<file path="config.mk">
export PLATFORM = sky130hd
export DESIGN_NAME = cau_front
export DESIGN_NICKNAME = d
export VERILOG_FILES = /design/src/rtl/core/cau_pkg.sv /design/src/rtl/core/cau_front.sv
export SDC_FILE = /design/constraint.sdc
export NUM_CORES = 1
export LEC_CHECK = 0
export ABC_CLOCK_PERIOD_IN_PS = 9700
export BUFFER_PORTS_ARGS = -buffer_cell sky130_fd_sc_hd__buf_2
export CORE_AREA = 2 2 102 104
export CTS_CLUSTER_SIZE = 40
export DETAILED_ROUTE_END_ITERATION = 8
export DIE_AREA = 0 0 104 106
export PLACE_DENSITY = 0.82
export SLEW_MARGIN = 20
export SYNTH_ARGS = -nofsm -noshare
export SYNTH_HDL_FRONTEND = slang
export SYNTH_SLANG_ARGS = --single-unit
</file>
<file path="constraint.sdc">
create_clock -name aclk -period 9.7 [get_ports aclk]
set_input_delay 2.425 -clock aclk [delete_from_list [all_inputs] [get_ports aclk]]
set_output_delay 2.425 -clock aclk [all_outputs]
set_load 0.01 [all_outputs]
</file>
<file path="src/rtl/core/cau_pkg.sv">
// shared types, constants and saturation helper for the complex arithmetic unit
// no dependencies
package cau_pkg;

    localparam int FRAC_BITS = 16;
    localparam int NUM_W     = 64 + FRAC_BITS;   // shifted dividend magnitude
    localparam int DIV_STEPS = 32;               // quotient bits below the overflow check
    localparam int DIV_LAT   = DIV_STEPS + 2;    // prep stage, steps, output stage
    localparam int Q_DEPTH   = 4;
    localparam int Q_PTR_W   = $clog2(Q_DEPTH);

    typedef enum logic [1:0] {
        ACT_ADD = 2'd0,
        ACT_SUB = 2'd1,
        ACT_MUL = 2'd2,
        ACT_DIV = 2'd3
    } action_t;

    localparam logic [1:0] STAT_OK   = 2'd0;
    localparam logic [1:0] STAT_SAT  = 2'd1;
    localparam logic [1:0] STAT_DIVZ = 2'd2;

    typedef struct packed {
        action_t            action;
        logic               div_zero;
        logic signed [31:0] a_real;
        logic signed [31:0] a_imag;
        logic signed [31:0] b_real;
        logic signed [31:0] b_imag;
    } item_t;

    typedef struct packed {
        logic [31:0] val;
        logic        sat;
    } sat_t;

    localparam logic signed [64:0] MAX65 = 65'sd2147483647;
    localparam logic signed [64:0] MIN65 = -65'sd2147483648;

    function automatic sat_t sat32(input logic signed [64:0] v);
        sat_t r;
        if (v > MAX65) begin
            r.val = 32'h7FFF_FFFF;
            r.sat = 1'b1;
        end else if (v < MIN65) begin
            r.val = 32'h8000_0000;
            r.sat = 1'b1;
        end else begin
            r.val = v[31:0];
            r.sat = 1'b0;
        end
        return r;
    endfunction

endpackage

</file>
<file path="src/rtl/core/cau_front.sv">
// front end: accepts items, classifies the operation and flags a zero divisor
// depends on cau_pkg
module cau_front (
    input  logic          aclk,
    input  logic          aresetn,
    input  logic          s_tvalid,
    output logic          s_tready,
    input  logic [127:0]  s_tdata,
    input  logic [1:0]    s_tuser,
    input  logic          q_full,
    output logic          q_push,
    output cau_pkg::item_t q_item
);
    import cau_pkg::*;

    logic  front_valid_reg;
    item_t front_item_reg;
    item_t front_item_next;

    assign s_tready = !front_valid_reg || !q_full;
    assign q_push   = front_valid_reg && !q_full;
    assign q_item   = front_item_reg;

    always_comb begin
        front_item_next.action   = action_t'(s_tuser);
        front_item_next.a_real   = s_tdata[31:0];
        front_item_next.a_imag   = s_tdata[63:32];
        front_item_next.b_real   = s_tdata[95:64];
        front_item_next.b_imag   = s_tdata[127:96];
        front_item_next.div_zero = (s_tdata[127:64] == 64'd0);
    end

    always_ff @(posedge aclk) begin
        if (!aresetn) begin
            front_valid_reg <= 1'b0;
        end else if (s_tready) begin
            front_valid_reg <= s_tvalid;
        end
        if (s_tvalid && s_tready) begin
            front_item_reg <= front_item_next;
        end
    end
endmodule

</file>
==> reports/results.ini <==
[drt]
via_per_inst=4.539
wirelength_um=9892
drc_errors=0
ant_nets=0
vias=2696
dr.first_iter.drc_count=157
first_pass_iters=4
wl_per_cell_um=16.65

[global_route]
antenna_found_initial=2
grt_pass1_wl_um=14640
grt_pass1_vias=2759
track_usage=0.1815
grt_max_degree=70
grt-ovfl-total=0

[place]
gp_congestion=0.7561
place_inst=561
hpwl_um=7599
place.port_buffers=266

[yosys]
ys_types=9
syn_inst=158
avgSynthCellArea_um2=26.11
synth_ff_type=edfxtp_1
synth_async_sr_flop_share=0
yosys_warnings=0
ys_seq_elements=132
ys_top_cells_by_area=edfxtp_1 (95%), nor4_1 (2.3%), nand4_1 (0.61%)
synthesis.area_um2=4125
synth_common_cells=edfxtp_1 (131), nor4_1 (15), nand4_1 (4)
syn_nets=292
synth-edff-count=131
yosysMostFrequentCell=edfxtp_1
yosysSeqAreaShare=0.9584
yosysTopAreaCell=edfxtp_1
synth_top_area_frac=0.9536

[sta]
setup_viol=0
relSlewSlack=0.4548
slew_violations=0
fin_crit_sh=0.5364
worstMarginPinSlew_ns=0.8178
hold_violations=0
min_period_ns=5.203
rsz0062_at_grt=no
finalSetupTns_ns=0
fmaxAchievable_mhz=192.2
clock-skew-final_ns=0.006243

[floorplanning]
die_h_um=106
start_util=0.4125
row_count=37
fp.coreArea_um2=10000
die-area_um2=11020
io-pin-count=267
die_w_um=104

[setup_path]
cp.arrival_ns=2.78
critPathMaxStageDelay_ns=0.14
crit_fanout=3
crit_family=buffers and inverters
cp_cell_sequence=buf_2 -> nor2b_1 -> buf_2
worst-setup-path-type=primary input to primary output
start_kind=primary input
crit_path_frequent_cell=buf_2
worstPathRequired_ns=7.28
crit_slowest_cell=buf_2
cp.buffers_inverters=2
crit_path_end_kind=primary output

[clock_network]
cts_buffer_depth=2
cts_num_sinks=132
cts_tree=built
cts_buffers=17
cts_resized=0
clk_pin_slew_worst_paths_ns=0.06
postCtsHoldBufs=0
cts_setup_buffers=0
clk_latency_ns=0.50
cts_root_buffer=clkbuf_8
cts_htree_levels=4

[power_and_ir_drop]
ir_drop_mv=0.1262
powerDensity_nw_per_um2=219.9
leakagePower_nw=2.612

[cells_and_area]
fillCellCount=777
largest_reg_flops=131
instances_no_fill=594
fin_util=0.6196
final_nets=578
syn2layout_area_growth_pct=50.20
drive_gt1_frac=0.6521

[run]
maxCapViolCount=0

[min_path]
hp-class=flop to flop

[run_status]
status=finished, final reports clean

==> cell usage in the layout, fill, tap and decap left out, types with 2 or more instances in the layout <==
cell type	n
buf_2	266
edfxtp_1	131
clkbuf_16	16
nor4_1	15
nand4_1	4
clkinv_4	3
clkinvlp_4	3
nor2b_1	2
nor4_2	2
clkbuf_1	2
clkinv_2	2
bufinv_16	2
clkinv_1	2
==> path summary, 6_finish.rpt <==
kind	endpoint	cells past startpoint	slack [ns]	startpoint
worst max-delay path	q_push	3	4.50	q_full
worst min-delay path	front_valid_reg$_SDFFE_PN0N_	2	0.56	front_valid_reg$_SDFFE_PN0N_
worst max register to register	q_item[43]$_DFFE_PP_	3	7.37	front_valid_reg$_SDFFE_PN0N_
worst min register to register	front_valid_reg$_SDFFE_PN0N_	2	0.56	front_valid_reg$_SDFFE_PN0N_
==> report_power, final <==
part / internal [mW] / switching (mW) / leakage [nW] / total, mW
Sequential: 0.668 / 0.00796 / 1.28 / 0.676
Clock: 0.364 / 0.227 / 0.263 / 0.591
Combinational: 0.0408 / 0.0545 / 1.07 / 0.0953
==> area by class of cell <==
class | instances | area (um2) | area share
Sequential cell | 132 | 3954 | 0.6381
Timing Repair Buffer | 267 | 1339 | 0.2161
Clock buffer | 19 | 421.7 | 0.06805
Multi-Input combinational cell | 26 | 173.9 | 0.02807
Tap cell | 136 | 170.2 | 0.02746
Clock inverter | 13 | 135.1 | 0.02181
Antenna cell | 1 | 2.502 | 0.0004039
==> through the flow <==
stage | worst slack, ns | cell area (um2) | hold slack (ns) | power, mW
2_1_floorplan | 3.605 | 4125 | 0.4865 | 0.7214
3_3_place_gp | 4.512 | 5637 | 0.5135 | 0.7805
3_5_place_dp | 4.495 | 5637 | 0.5411 | 0.7846
4_1_cts | 4.495 | 6193 | 0.5518 | 1.377
5_1_grt | 4.452 | 6196 | 0.6054 | 1.412
6_report | 4.497 | 6196 | 0.5562 | 1.363
==> cell families (layout without fill, tap and decap cells) <==
kind of cell | Yosys count | after routing | synth area share
other cells | 0 | 1 | 0
compound gates | 1 | 1 | 0.001212
buf+inv | 0 | 299 | 0
flops | 132 | 132 | 0.9584
simple gates | 25 | 25 | 0.04034
==> worst register-to-register path, cell delays in order, from the launching register on <==
cell and delay [ns]:
dfxtp_1 0.33, nand2_1 0.09, and2_4 0.66, buf_4 0.84
==> layer usage <==
metal / GRT usage / share of wire / wire (um) / vias to the layer above
li1: - / - / - / 1242
met5: 0 / 0.0013 / 13 / -
met2: 0.3116 / 0.53 / 5249 / 170
met4: 0.09653 / 0.018 / 178 / 2
met3: 0.07480 / 0.095 / 943 / 14
met1: 0.1915 / 0.35 / 3507 / 1268
Power figures use the tool's default switching activity.
