[src/rtl/core/cau_pkg.sv]
// shared types, constants and saturation helper for the complex arithmetic unit
// no dependencies
package cau_pkg;

    localparam int FRAC_BITS = 16;
    localparam int NUM_W     = 64 + FRAC_BITS;   // shifted dividend magnitude
    localparam int DIV_STEPS = 32;               // quotient bits below the overflow check
    localparam int DIV_LAT   = DIV_STEPS + 2;    // prep stage, steps, output stage
    localparam int Q_DEPTH   = 4;
    localparam int Q_PTR_W   = $clog2(Q_DEPTH);

    typedef enum logic [1:0] {
        ACT_ADD = 2'd0,
        ACT_SUB = 2'd1,
        ACT_MUL = 2'd2,
        ACT_DIV = 2'd3
    } action_t;

    localparam logic [1:0] STAT_OK   = 2'd0;
    localparam logic [1:0] STAT_SAT  = 2'd1;
    localparam logic [1:0] STAT_DIVZ = 2'd2;

    typedef struct packed {
        action_t            action;
        logic               div_zero;
        logic signed [31:0] a_real;
        logic signed [31:0] a_imag;
        logic signed [31:0] b_real;
        logic signed [31:0] b_imag;
    } item_t;

    typedef struct packed {
        logic [31:0] val;
        logic        sat;
    } sat_t;

    localparam logic signed [64:0] MAX65 = 65'sd2147483647;
    localparam logic signed [64:0] MIN65 = -65'sd2147483648;

    function automatic sat_t sat32(input logic signed [64:0] v);
        sat_t r;
        if (v > MAX65) begin
            r.val = 32'h7FFF_FFFF;
            r.sat = 1'b1;
        end else if (v < MIN65) begin
            r.val = 32'h8000_0000;
            r.sat = 1'b1;
        end else begin
            r.val = v[31:0];
            r.sat = 1'b0;
        end
        return r;
    endfunction

endpackage

[src/rtl/core/cau_fifo.sv]
// short item queue between front and back end
// depends on cau_pkg
module cau_fifo (
    input  logic           aclk,
    input  logic           aresetn,
    input  logic           push,
    input  cau_pkg::item_t push_item,
    output logic           full,
    input  logic           pop,
    output cau_pkg::item_t pop_item,
    output logic           empty
);
    import cau_pkg::*;

    item_t              slot_reg [0:Q_DEPTH-1];
    logic [Q_PTR_W-1:0] wr_ptr_reg;
    logic [Q_PTR_W-1:0] rd_ptr_reg;
    logic [Q_PTR_W:0]   count_reg;
    logic               do_push;
    logic               do_pop;

    assign full     = (count_reg == (Q_PTR_W+1)'(Q_DEPTH));
    assign empty    = (count_reg == '0);
    assign do_push  = push && !full;
    assign do_pop   = pop && !empty;
    assign pop_item = slot_reg[rd_ptr_reg];

    always_ff @(posedge aclk) begin
        if (!aresetn) begin
            wr_ptr_reg <= '0;
            rd_ptr_reg <= '0;
            count_reg  <= '0;
        end else begin
            if (do_push) wr_ptr_reg <= wr_ptr_reg + 1'b1;
            if (do_pop)  rd_ptr_reg <= rd_ptr_reg + 1'b1;
            if (do_push && !do_pop)      count_reg <= count_reg + 1'b1;
            else if (do_pop && !do_push) count_reg <= count_reg - 1'b1;
        end
        if (do_push) begin
            slot_reg[wr_ptr_reg] <= push_item;
        end
    end
endmodule

[config.mk]
export PLATFORM = sky130hd
export DESIGN_NAME = cau_fifo
export DESIGN_NICKNAME = d
export VERILOG_FILES = /design/src/rtl/core/cau_pkg.sv /design/src/rtl/core/cau_fifo.sv
export SDC_FILE = /design/constraint.sdc
export NUM_CORES = 1
export LEC_CHECK = 0
export BUFFER_PORTS_ARGS = -buffer_cell sky130_fd_sc_hd__buf_2
export CORE_MARGIN = 4
export CORE_UTILIZATION = 57
export CTS_CLUSTER_SIZE = 25
export DETAILED_ROUTE_END_ITERATION = 10
export GPL_TIMING_DRIVEN = 0
export PLACE_DENSITY = 0.85
export SETUP_SLACK_MARGIN = 0.4
export SLEW_MARGIN = 40
export SYNTH_ARGS = -nofsm -noshare
export SYNTH_HDL_FRONTEND = slang
export SYNTH_SLANG_ARGS = --single-unit
export TNS_END_PERCENT = 100
[constraint.sdc]
create_clock -name aclk -period 6.2 [get_ports aclk]
set_clock_uncertainty 0.05 [all_clocks]
set_input_delay 1.24 -clock aclk [delete_from_list [all_inputs] [get_ports aclk]]
set_output_delay 1.24 -clock aclk [all_outputs]
set_load 0.03 [all_outputs]
==> results.txt, run 1 <==
Total Power: 10,400 uW
Hold Fails Final Rpt: 0
maximum clock path buffer count: 3
initial antenna violation count: 9
utilization after layout: 69.2%
Multi-input gate area: 3230 um^2
multiplexer share of the synthesized area: 15.4%
drt via density: 5.68
total CTS buffers: 50
CTS tree: built
sw frac: 30.5%
most common cell after layout, fill and taps aside: edfxtp_1
Worst Hold Path EP: wr_ptr_reg[1]$_SDFFE_PN0P_
final period demand of the worst path: 3820 ps
RSZ-0062 raised after global routing: false
Gate power share: 28.6%
first-pass GRT wire length: 57,900 um
Power Density: 446 nW/um^2
Hold Buf Count CTS: 0
XOR/XNOR share of the synthesized area: 0.181%
Initial DRC Count: 709
final cycle utilization of the critical path: 61.6%
crit path max fanout: 10
total iterations of the first detailed-routing run: 5
Hold Path Origin: wr_ptr_reg[1]$_SDFFE_PN0P_
mapped cell area: 19,400 um^2
Setup Buffers After CTS: 0
Cell Rows: 67
die area: 37,000 um^2
post-synthesis compound-gate area fraction: 0.149%
total gr overflow: 0
commonest non-fill, non-tap cells in the layout: edfxtp_1 (524), buf_2 (280), mux4_2 (131)
post-DP HPWL: 24,200 um
Area Growth Syn to Fin: 19.8%
via count: 8,843
Synth Instances: 733
port bufs: 266
worst relative slew slack: 55.3%
later-pin clock latency in the skew report: 570 ps
clock network power share: 28.3%
CTS sink cnt: 533
DRT Wirelength: 38,500 um
synthesized area per cell: 26.4 um^2
share of cells above drive strength 1: 45.9%
Setup violations, final: 0
Max Cap Viol: 0
Setup WS post-layout: 2380 ps
Critical Path AT: 2530 ps
Die Width: 192 um
fillers: 2,025
fmax: 262 MHz
hold depth: 2
Syn Nets: 874
nets: 1,208
Reg clk slew, reported paths: 60 ps
largest family of logic cells by synthesized area: multiplexers
Synth cell types: 23
vias in the first global route: 9,440
Startpoint Class: register
post-synthesis adder-cell area fraction: 0.426%
worst reg2reg endpoint: count_reg[2]$_SDFFE_PN0P_
type of the worst setup path: register to output port
max-slew violations: 0
max reg flops: 524
IO Pins: 268
path category of the worst min-delay check: register to register
RePlAce Congestion: 0.741
routed length per instance: 24.7 um
starting density of the core: 57.8%
Die Y: 192 um
core area: 33,500 um^2
Peak supply drop: 0.356 mV
DRT antenna net count: 0
Net Switching: 3160 uW
worst endpoint required time: 4910 ps
Cell Int Power: 7200 uW
status: finished, final reports clean
synthesized flop and latch total: 533
Tightest Pin Transition: 671 ps
Crit Reg-Reg Startpoint: count_reg[0]$_SDFFE_PN0P_
Reg2Reg Setup Slack: 3630 ps
residual DRC count: 0
Global Route Usage Sum: 21.2%
FF-to-FF path depth: 9
Seq. cell area: 15,900 um^2
pre-CTS setup slack: 2930 ps
Reg power frac: 43.2%
critical path capture point type: output port
Root Driver: clkbuf_16
CTS-repair resized insts: 0
H-tree Lvls: 2
number of synthesis warnings: 0
P_leak: 0.00781 uW
maximum number of pins on one net before global-route repair: 38
Simple-Gate Fraction of Synth Area: 0.497%
Seq/Total Area, Yosys: 82.1%
[power by group through the flow]
stage / logic [uW] / registers (uW) / clock network [uW]
detailed placement: 2990 / 4540 / 0
CTS: 3020 / 4470 / 3000
global route: 3140 / 4490 / 3170
finish: 2960 / 4470 / 2930
floorplan: 2110 / 4550 / 0
global placement: 2890 / 4600 / 0
[through the flow]
stage,std cells,hold slack (ps),cell area (um^2),setup TNS [ps]
after detailed placement,1463,448,21600,0
after floorplan,733,418,19400,0
after global routing,1557,494,23200,0
after global placement,1447,433,21300,-763290
after CTS,1554,458,23200,0
final,1558,458,23200,0
[critical path: stages (launching register included)]
cell      delay [ps]
dfxtp_1          300
clkbuf_1         240
buf_2            400
buf_2            410
mux4_2           400
buf_2            200
[worst max path at each step]
stage | from | to | slack (ps) | cells past startpoint
floorplan | push | slot_reg[0][0]$_DFFE_PP_ | 1010 | 3
global placement | push | slot_reg[1][32]$_DFFE_PP_ | -1470 | 4
detailed placement | register | pop_item[50] | 2930 | 5
CTS | register | pop_item[47] | 2260 | 5
global route | register | pop_item[47] | 2260 | 5
finish | register | pop_item[47] | 2380 | 5
[routing by layer]
layer | wire, um | GRT usage, % | part of all wire [%] | vias to the layer above
met1 | 14400 | 28.4 | 37 | 4561
li1 | - | - | - | 3853
met5 | 76 | 0 | 0.20 | -
met2 | 19900 | 34.7 | 52 | 344
met4 | 912 | 6.69 | 2.4 | 12
met3 | 3260 | 5.61 | 8.5 | 73
[cell type report]
cell class	count	share of cell area, %
Antenna cell	4	0.0431
Buffer	32	0.965
Clock buffer	63	5.88
Clock inverter	28	0.965
Inverter	3	0.0485
Multi-Input combinational cell	165	13.9
Sequential cell	533	68.6
Tap cell	448	2.42
Timing Repair Buffer	282	7.15
[logic make-up (layout without fill, tap and decap cells)]
family / after synthesis / after routing
fa+ha+maj: 6 / 6
other cells: 0 / 4
compound gates: 4 / 4
buf+inv: 35 / 408
simple gates: 17 / 17
flops: 533 / 533
mux: 134 / 134
xor+xnor: 4 / 4
[synth_stat cells (all sizes together)]
| cell | number | share of area (%) |
|---|---|---|
| edfxtp | 524 | 81 |
| dfxtp | 9 | 0.93 |
| xor2 | 1 | 0.045 |
| mux4 | 131 | 15 |
| o21ai | 1 | 0.026 |
| o311ai | 1 | 0.045 |
| buf | 25 | 1.0 |
| xnor2 | 3 | 0.14 |
| nor2b | 2 | 0.065 |
| fa | 1 | 0.10 |
| nor3 | 1 | 0.026 |
| ha | 5 | 0.32 |
| clkbuf | 7 | 0.14 |
| o31ai | 1 | 0.039 |
| a21boi | 1 | 0.039 |
| and2 | 8 | 0.26 |
| nor3b | 1 | 0.039 |
| or3 | 1 | 0.032 |
| nand2 | 4 | 0.077 |
| inv | 3 | 0.058 |
| mux2i | 3 | 0.16 |
No activity file was read; power rests on OpenSTA's default activity.
==> run 2, diff against run 1 <==
- ABC_AREA: default -> 1
- clock period: 6.2 -> 3.7 ns (I/O delays scaled with it)
==> run 2 against run 1 <==
Cell count rose by 41%; cell area rose by 4.6%; sequential cell count did not move; total power rose by 76%; synthesized cell count rose by 82%; largest power group unchanged.
==> results.txt, run 2 <==
Syn Nets: 1,477 (was 874)
synthesized area per cell: 14.9 um^2 (was 26.4 um^2)
largest cells by area after synthesis: edfxtp_1 (79%), nor2_1 (5.2%), o21ai_0 (4.8%), o22ai_1 (4.1%), o21ai_1 (1.8%) (was edfxtp_1 (81%), mux4_2 (15%), dfxtp_1 (0.93%), buf_6 (0.58%), buf_2 (0.36%))
critical path capture point type: output port (unchanged)
DP Area: 22,600 um^2 (was 21,600 um^2)
initial antenna violation count: 13 (was 9)
Synth Instances: 1,336 (was 733)
starting density of the core: 57.7% (was 57.8%)
most common cell after layout, fill and taps aside: edfxtp_1 (unchanged)
core area: 34,500 um^2 (was 33,500 um^2)
max reg flops: 524 (unchanged)
via count: 13,000 (was 8,843)
total CTS buffers: 50 (unchanged)
DRT Wirelength: 48,700 um (was 38,500 um)
Tightest Pin Transition: 575 ps (was 671 ps)
number of synthesis warnings: 0 (unchanged)
total iterations of the first detailed-routing run: 5 (unchanged)
Global Route Usage Sum: 24.9% (was 21.2%)
Critical Path AT: 2320 ps (was 2530 ps)
Die Y: 195 um (was 192 um)
worst endpoint required time: 2910 ps (was 4910 ps)
IO Pins: 268 (unchanged)
Die Width: 195 um (was 192 um)
fin area: 24,300 um^2 (was 23,200 um^2)
fmax: 322 MHz
post-DP HPWL: 31,000 um (was 24,200 um)
RePlAce Congestion: 0.787 (was 0.741)
Reg clk slew, reported paths: 70 ps (was 60 ps)
Synth area leader: edfxtp_1 (unchanged)
crit path max fanout: 10 (unchanged)
vias in the first global route: 13,000 (was 9,440)
mapped cell area: 19,900 um^2 (was 19,400 um^2)
maximum number of pins on one net before global-route repair: 19 (was 38)
CP cell instances: buf_6 -> inv_6 -> clkbuf_1 -> o21ai_0 -> o22ai_1 -> buf_2 (was clkbuf_1 -> buf_2 -> buf_2 -> mux4_2 -> buf_2)
Total Power: 18,200 uW (was 10,400 uW)
nets: 1,832 (was 1,208)
DR WL met3: 4850 um (was 3260 um)
top-count cell post-synth: edfxtp_1 (unchanged)
Initial DRC Count: 1,115 (was 709)
top routing layer used: met5 (unchanged)
synthesized flop and latch total: 533 (unchanged)
Power Density: 750 nW/um^2 (was 446 nW/um^2)
Setup violations, final: 0 (unchanged)
Non-Filler Instances: 2,195 (was 1,558)
Synth async-reset ratio: 0% (unchanged)
CTS-repair resized insts: 0 (unchanged)
total gr overflow: 0 (unchanged)
Setup Buffers After CTS: 0 (unchanged)
CP top delay family: buffers and inverters (unchanged)
Synth Flop Type: edfxtp_1 (unchanged)
CTS tree: built (unchanged)
CP peak stage delay: 420 ps (was 410 ps)
final period demand of the worst path: 3110 ps
H-tree Lvls: 2 (unchanged)
CTS sink cnt: 533 (unchanged)
maximum clock path buffer count: 3 (unchanged)
RSZ-0062 raised after global routing: false (unchanged)
Post-synth EDFFs: 524 (unchanged)
met2 routed WL: 24,500 um (was 19,900 um)
first-pass GRT wire length: 72,800 um (was 57,900 um)
DRT antenna net count: 0 (unchanged)
status: finished, final reports clean (unchanged)
Hold Fails Final Rpt: 0 (unchanged)
Startpoint Class: register (unchanged)
Hold Buf Count CTS: 0 (unchanged)
met1 WL: 17,600 um (was 14,400 um)
die area: 37,900 um^2 (was 37,000 um^2)
later-pin clock latency in the skew report: 580 ps (was 570 ps)
Synth cell types: 22 (was 23)
commonest cells in the netlist: edfxtp_1 (524), nor2_1 (276), o21ai_0 (191) (was edfxtp_1 (524), mux4_2 (131), buf_2 (14))
CP Buf/Inv Count: 4 (unchanged)
max-slew violations: 0 (unchanged)
top-area cell type share of the netlist area: 79.1% (was 81.2%)
P_leak: 0.00864 uW (was 0.00781 uW)
Peak supply drop: 0.689 mV (was 0.356 mV)
drt via density: 5.90 (was 5.68)
Seq/Total Area, Yosys: 80.0% (was 82.1%)
dpl cells: 2,094 (was 1,463)
Root Driver: clkbuf_16 (unchanged)
Cell Rows: 68 (was 67)
share of cells above drive strength 1: 25.4% (was 45.9%)
type of the worst setup path: register to output port (unchanged)
Slowest cell on crit path: clkbuf_1 (was buf_2)
Max Cap Viol: 0 (unchanged)
routed length per instance: 22.2 um (was 24.7 um)
path category of the worst min-delay check: input pin to register (was register to register)
residual DRC count: 0 (unchanged)
port bufs: 267 (was 266)
worst relative slew slack: 61.6% (was 55.3%)
commonest non-fill, non-tap cells in the layout: edfxtp_1 (524), buf_2 (294), nor2_1 (272) (was edfxtp_1 (524), buf_2 (280), mux4_2 (131))
final cycle utilization of the critical path: 84.0%
Area Growth Syn to Fin: 22.0% (was 19.8%)
-- run 2: worst paths after layout --
path	start	end	slack, ps	cells past startpoint
setup / recovery	register	pop_item[21]	590	6
hold / removal	push_item[74]	slot_reg[1][74]$_DFFE_PP_	320	1
setup reg to reg	count_reg[0]$_SDFFE_PN0P_	slot_reg[1][111]$_DFFE_PP_	1430	8
hold reg to reg	rd_ptr_reg[0]$_SDFFE_PN0P_	register	470	2
-- run 2: kinds of logic after synthesis --
group                    share of synthesized area [%]
adder cells (fa/ha/maj)                          0.415
AND/OR/NAND/NOR                                   5.63
flip-flops                                        80.0
buffers and inverters                             3.06
XOR/XNOR                                        0.0441
AO/OA/AOI/OAI                                     10.8
-- run 2: area by class of cell --
class / instances / area (um^2)
antenna: 9 / 22.5
buffer: 85 / 538
clock buffer: 61 / 1360
clock inverter: 31 / 307
fill: 2151 / 10200
inverter: 18 / 72.6
multi-input combinational: 700 / 3400
sequential: 533 / 15900
tap: 455 / 569
timing repair buffer: 303 / 2090
-- run 2: stage by stage --
step / setup TNS, ps / worst slack [ps] / utilization (%) / hold slack (ps)
4_1_cts: 0 / 476 / 70.4 / 281
3_5_place_dp: 0 / 1100 / 65.5 / 440
5_1_grt: 0 / 496 / 70.4 / 305
3_3_place_gp: -582850 / -1170 / 63.3 / 433
2_1_floorplan: 0 / 436 / - / 415
6_report: 0 / 593 / 70.4 / 321
-- run 2: layer usage --
layer  vias to the layer above  track usage (%)
met3                       123             5.75
met5                         -                0
met4                        18             9.75
met2                       714             41.8
li1                       5796                -
met1                      6303             31.9
-- run 2: power breakdown --
part           total [uW]  switching [uW]  internal (uW)
registers            7480             157           7330
logic                5590            4020           1570
clock network        5130            2110           3020
total               18200            6290          11900
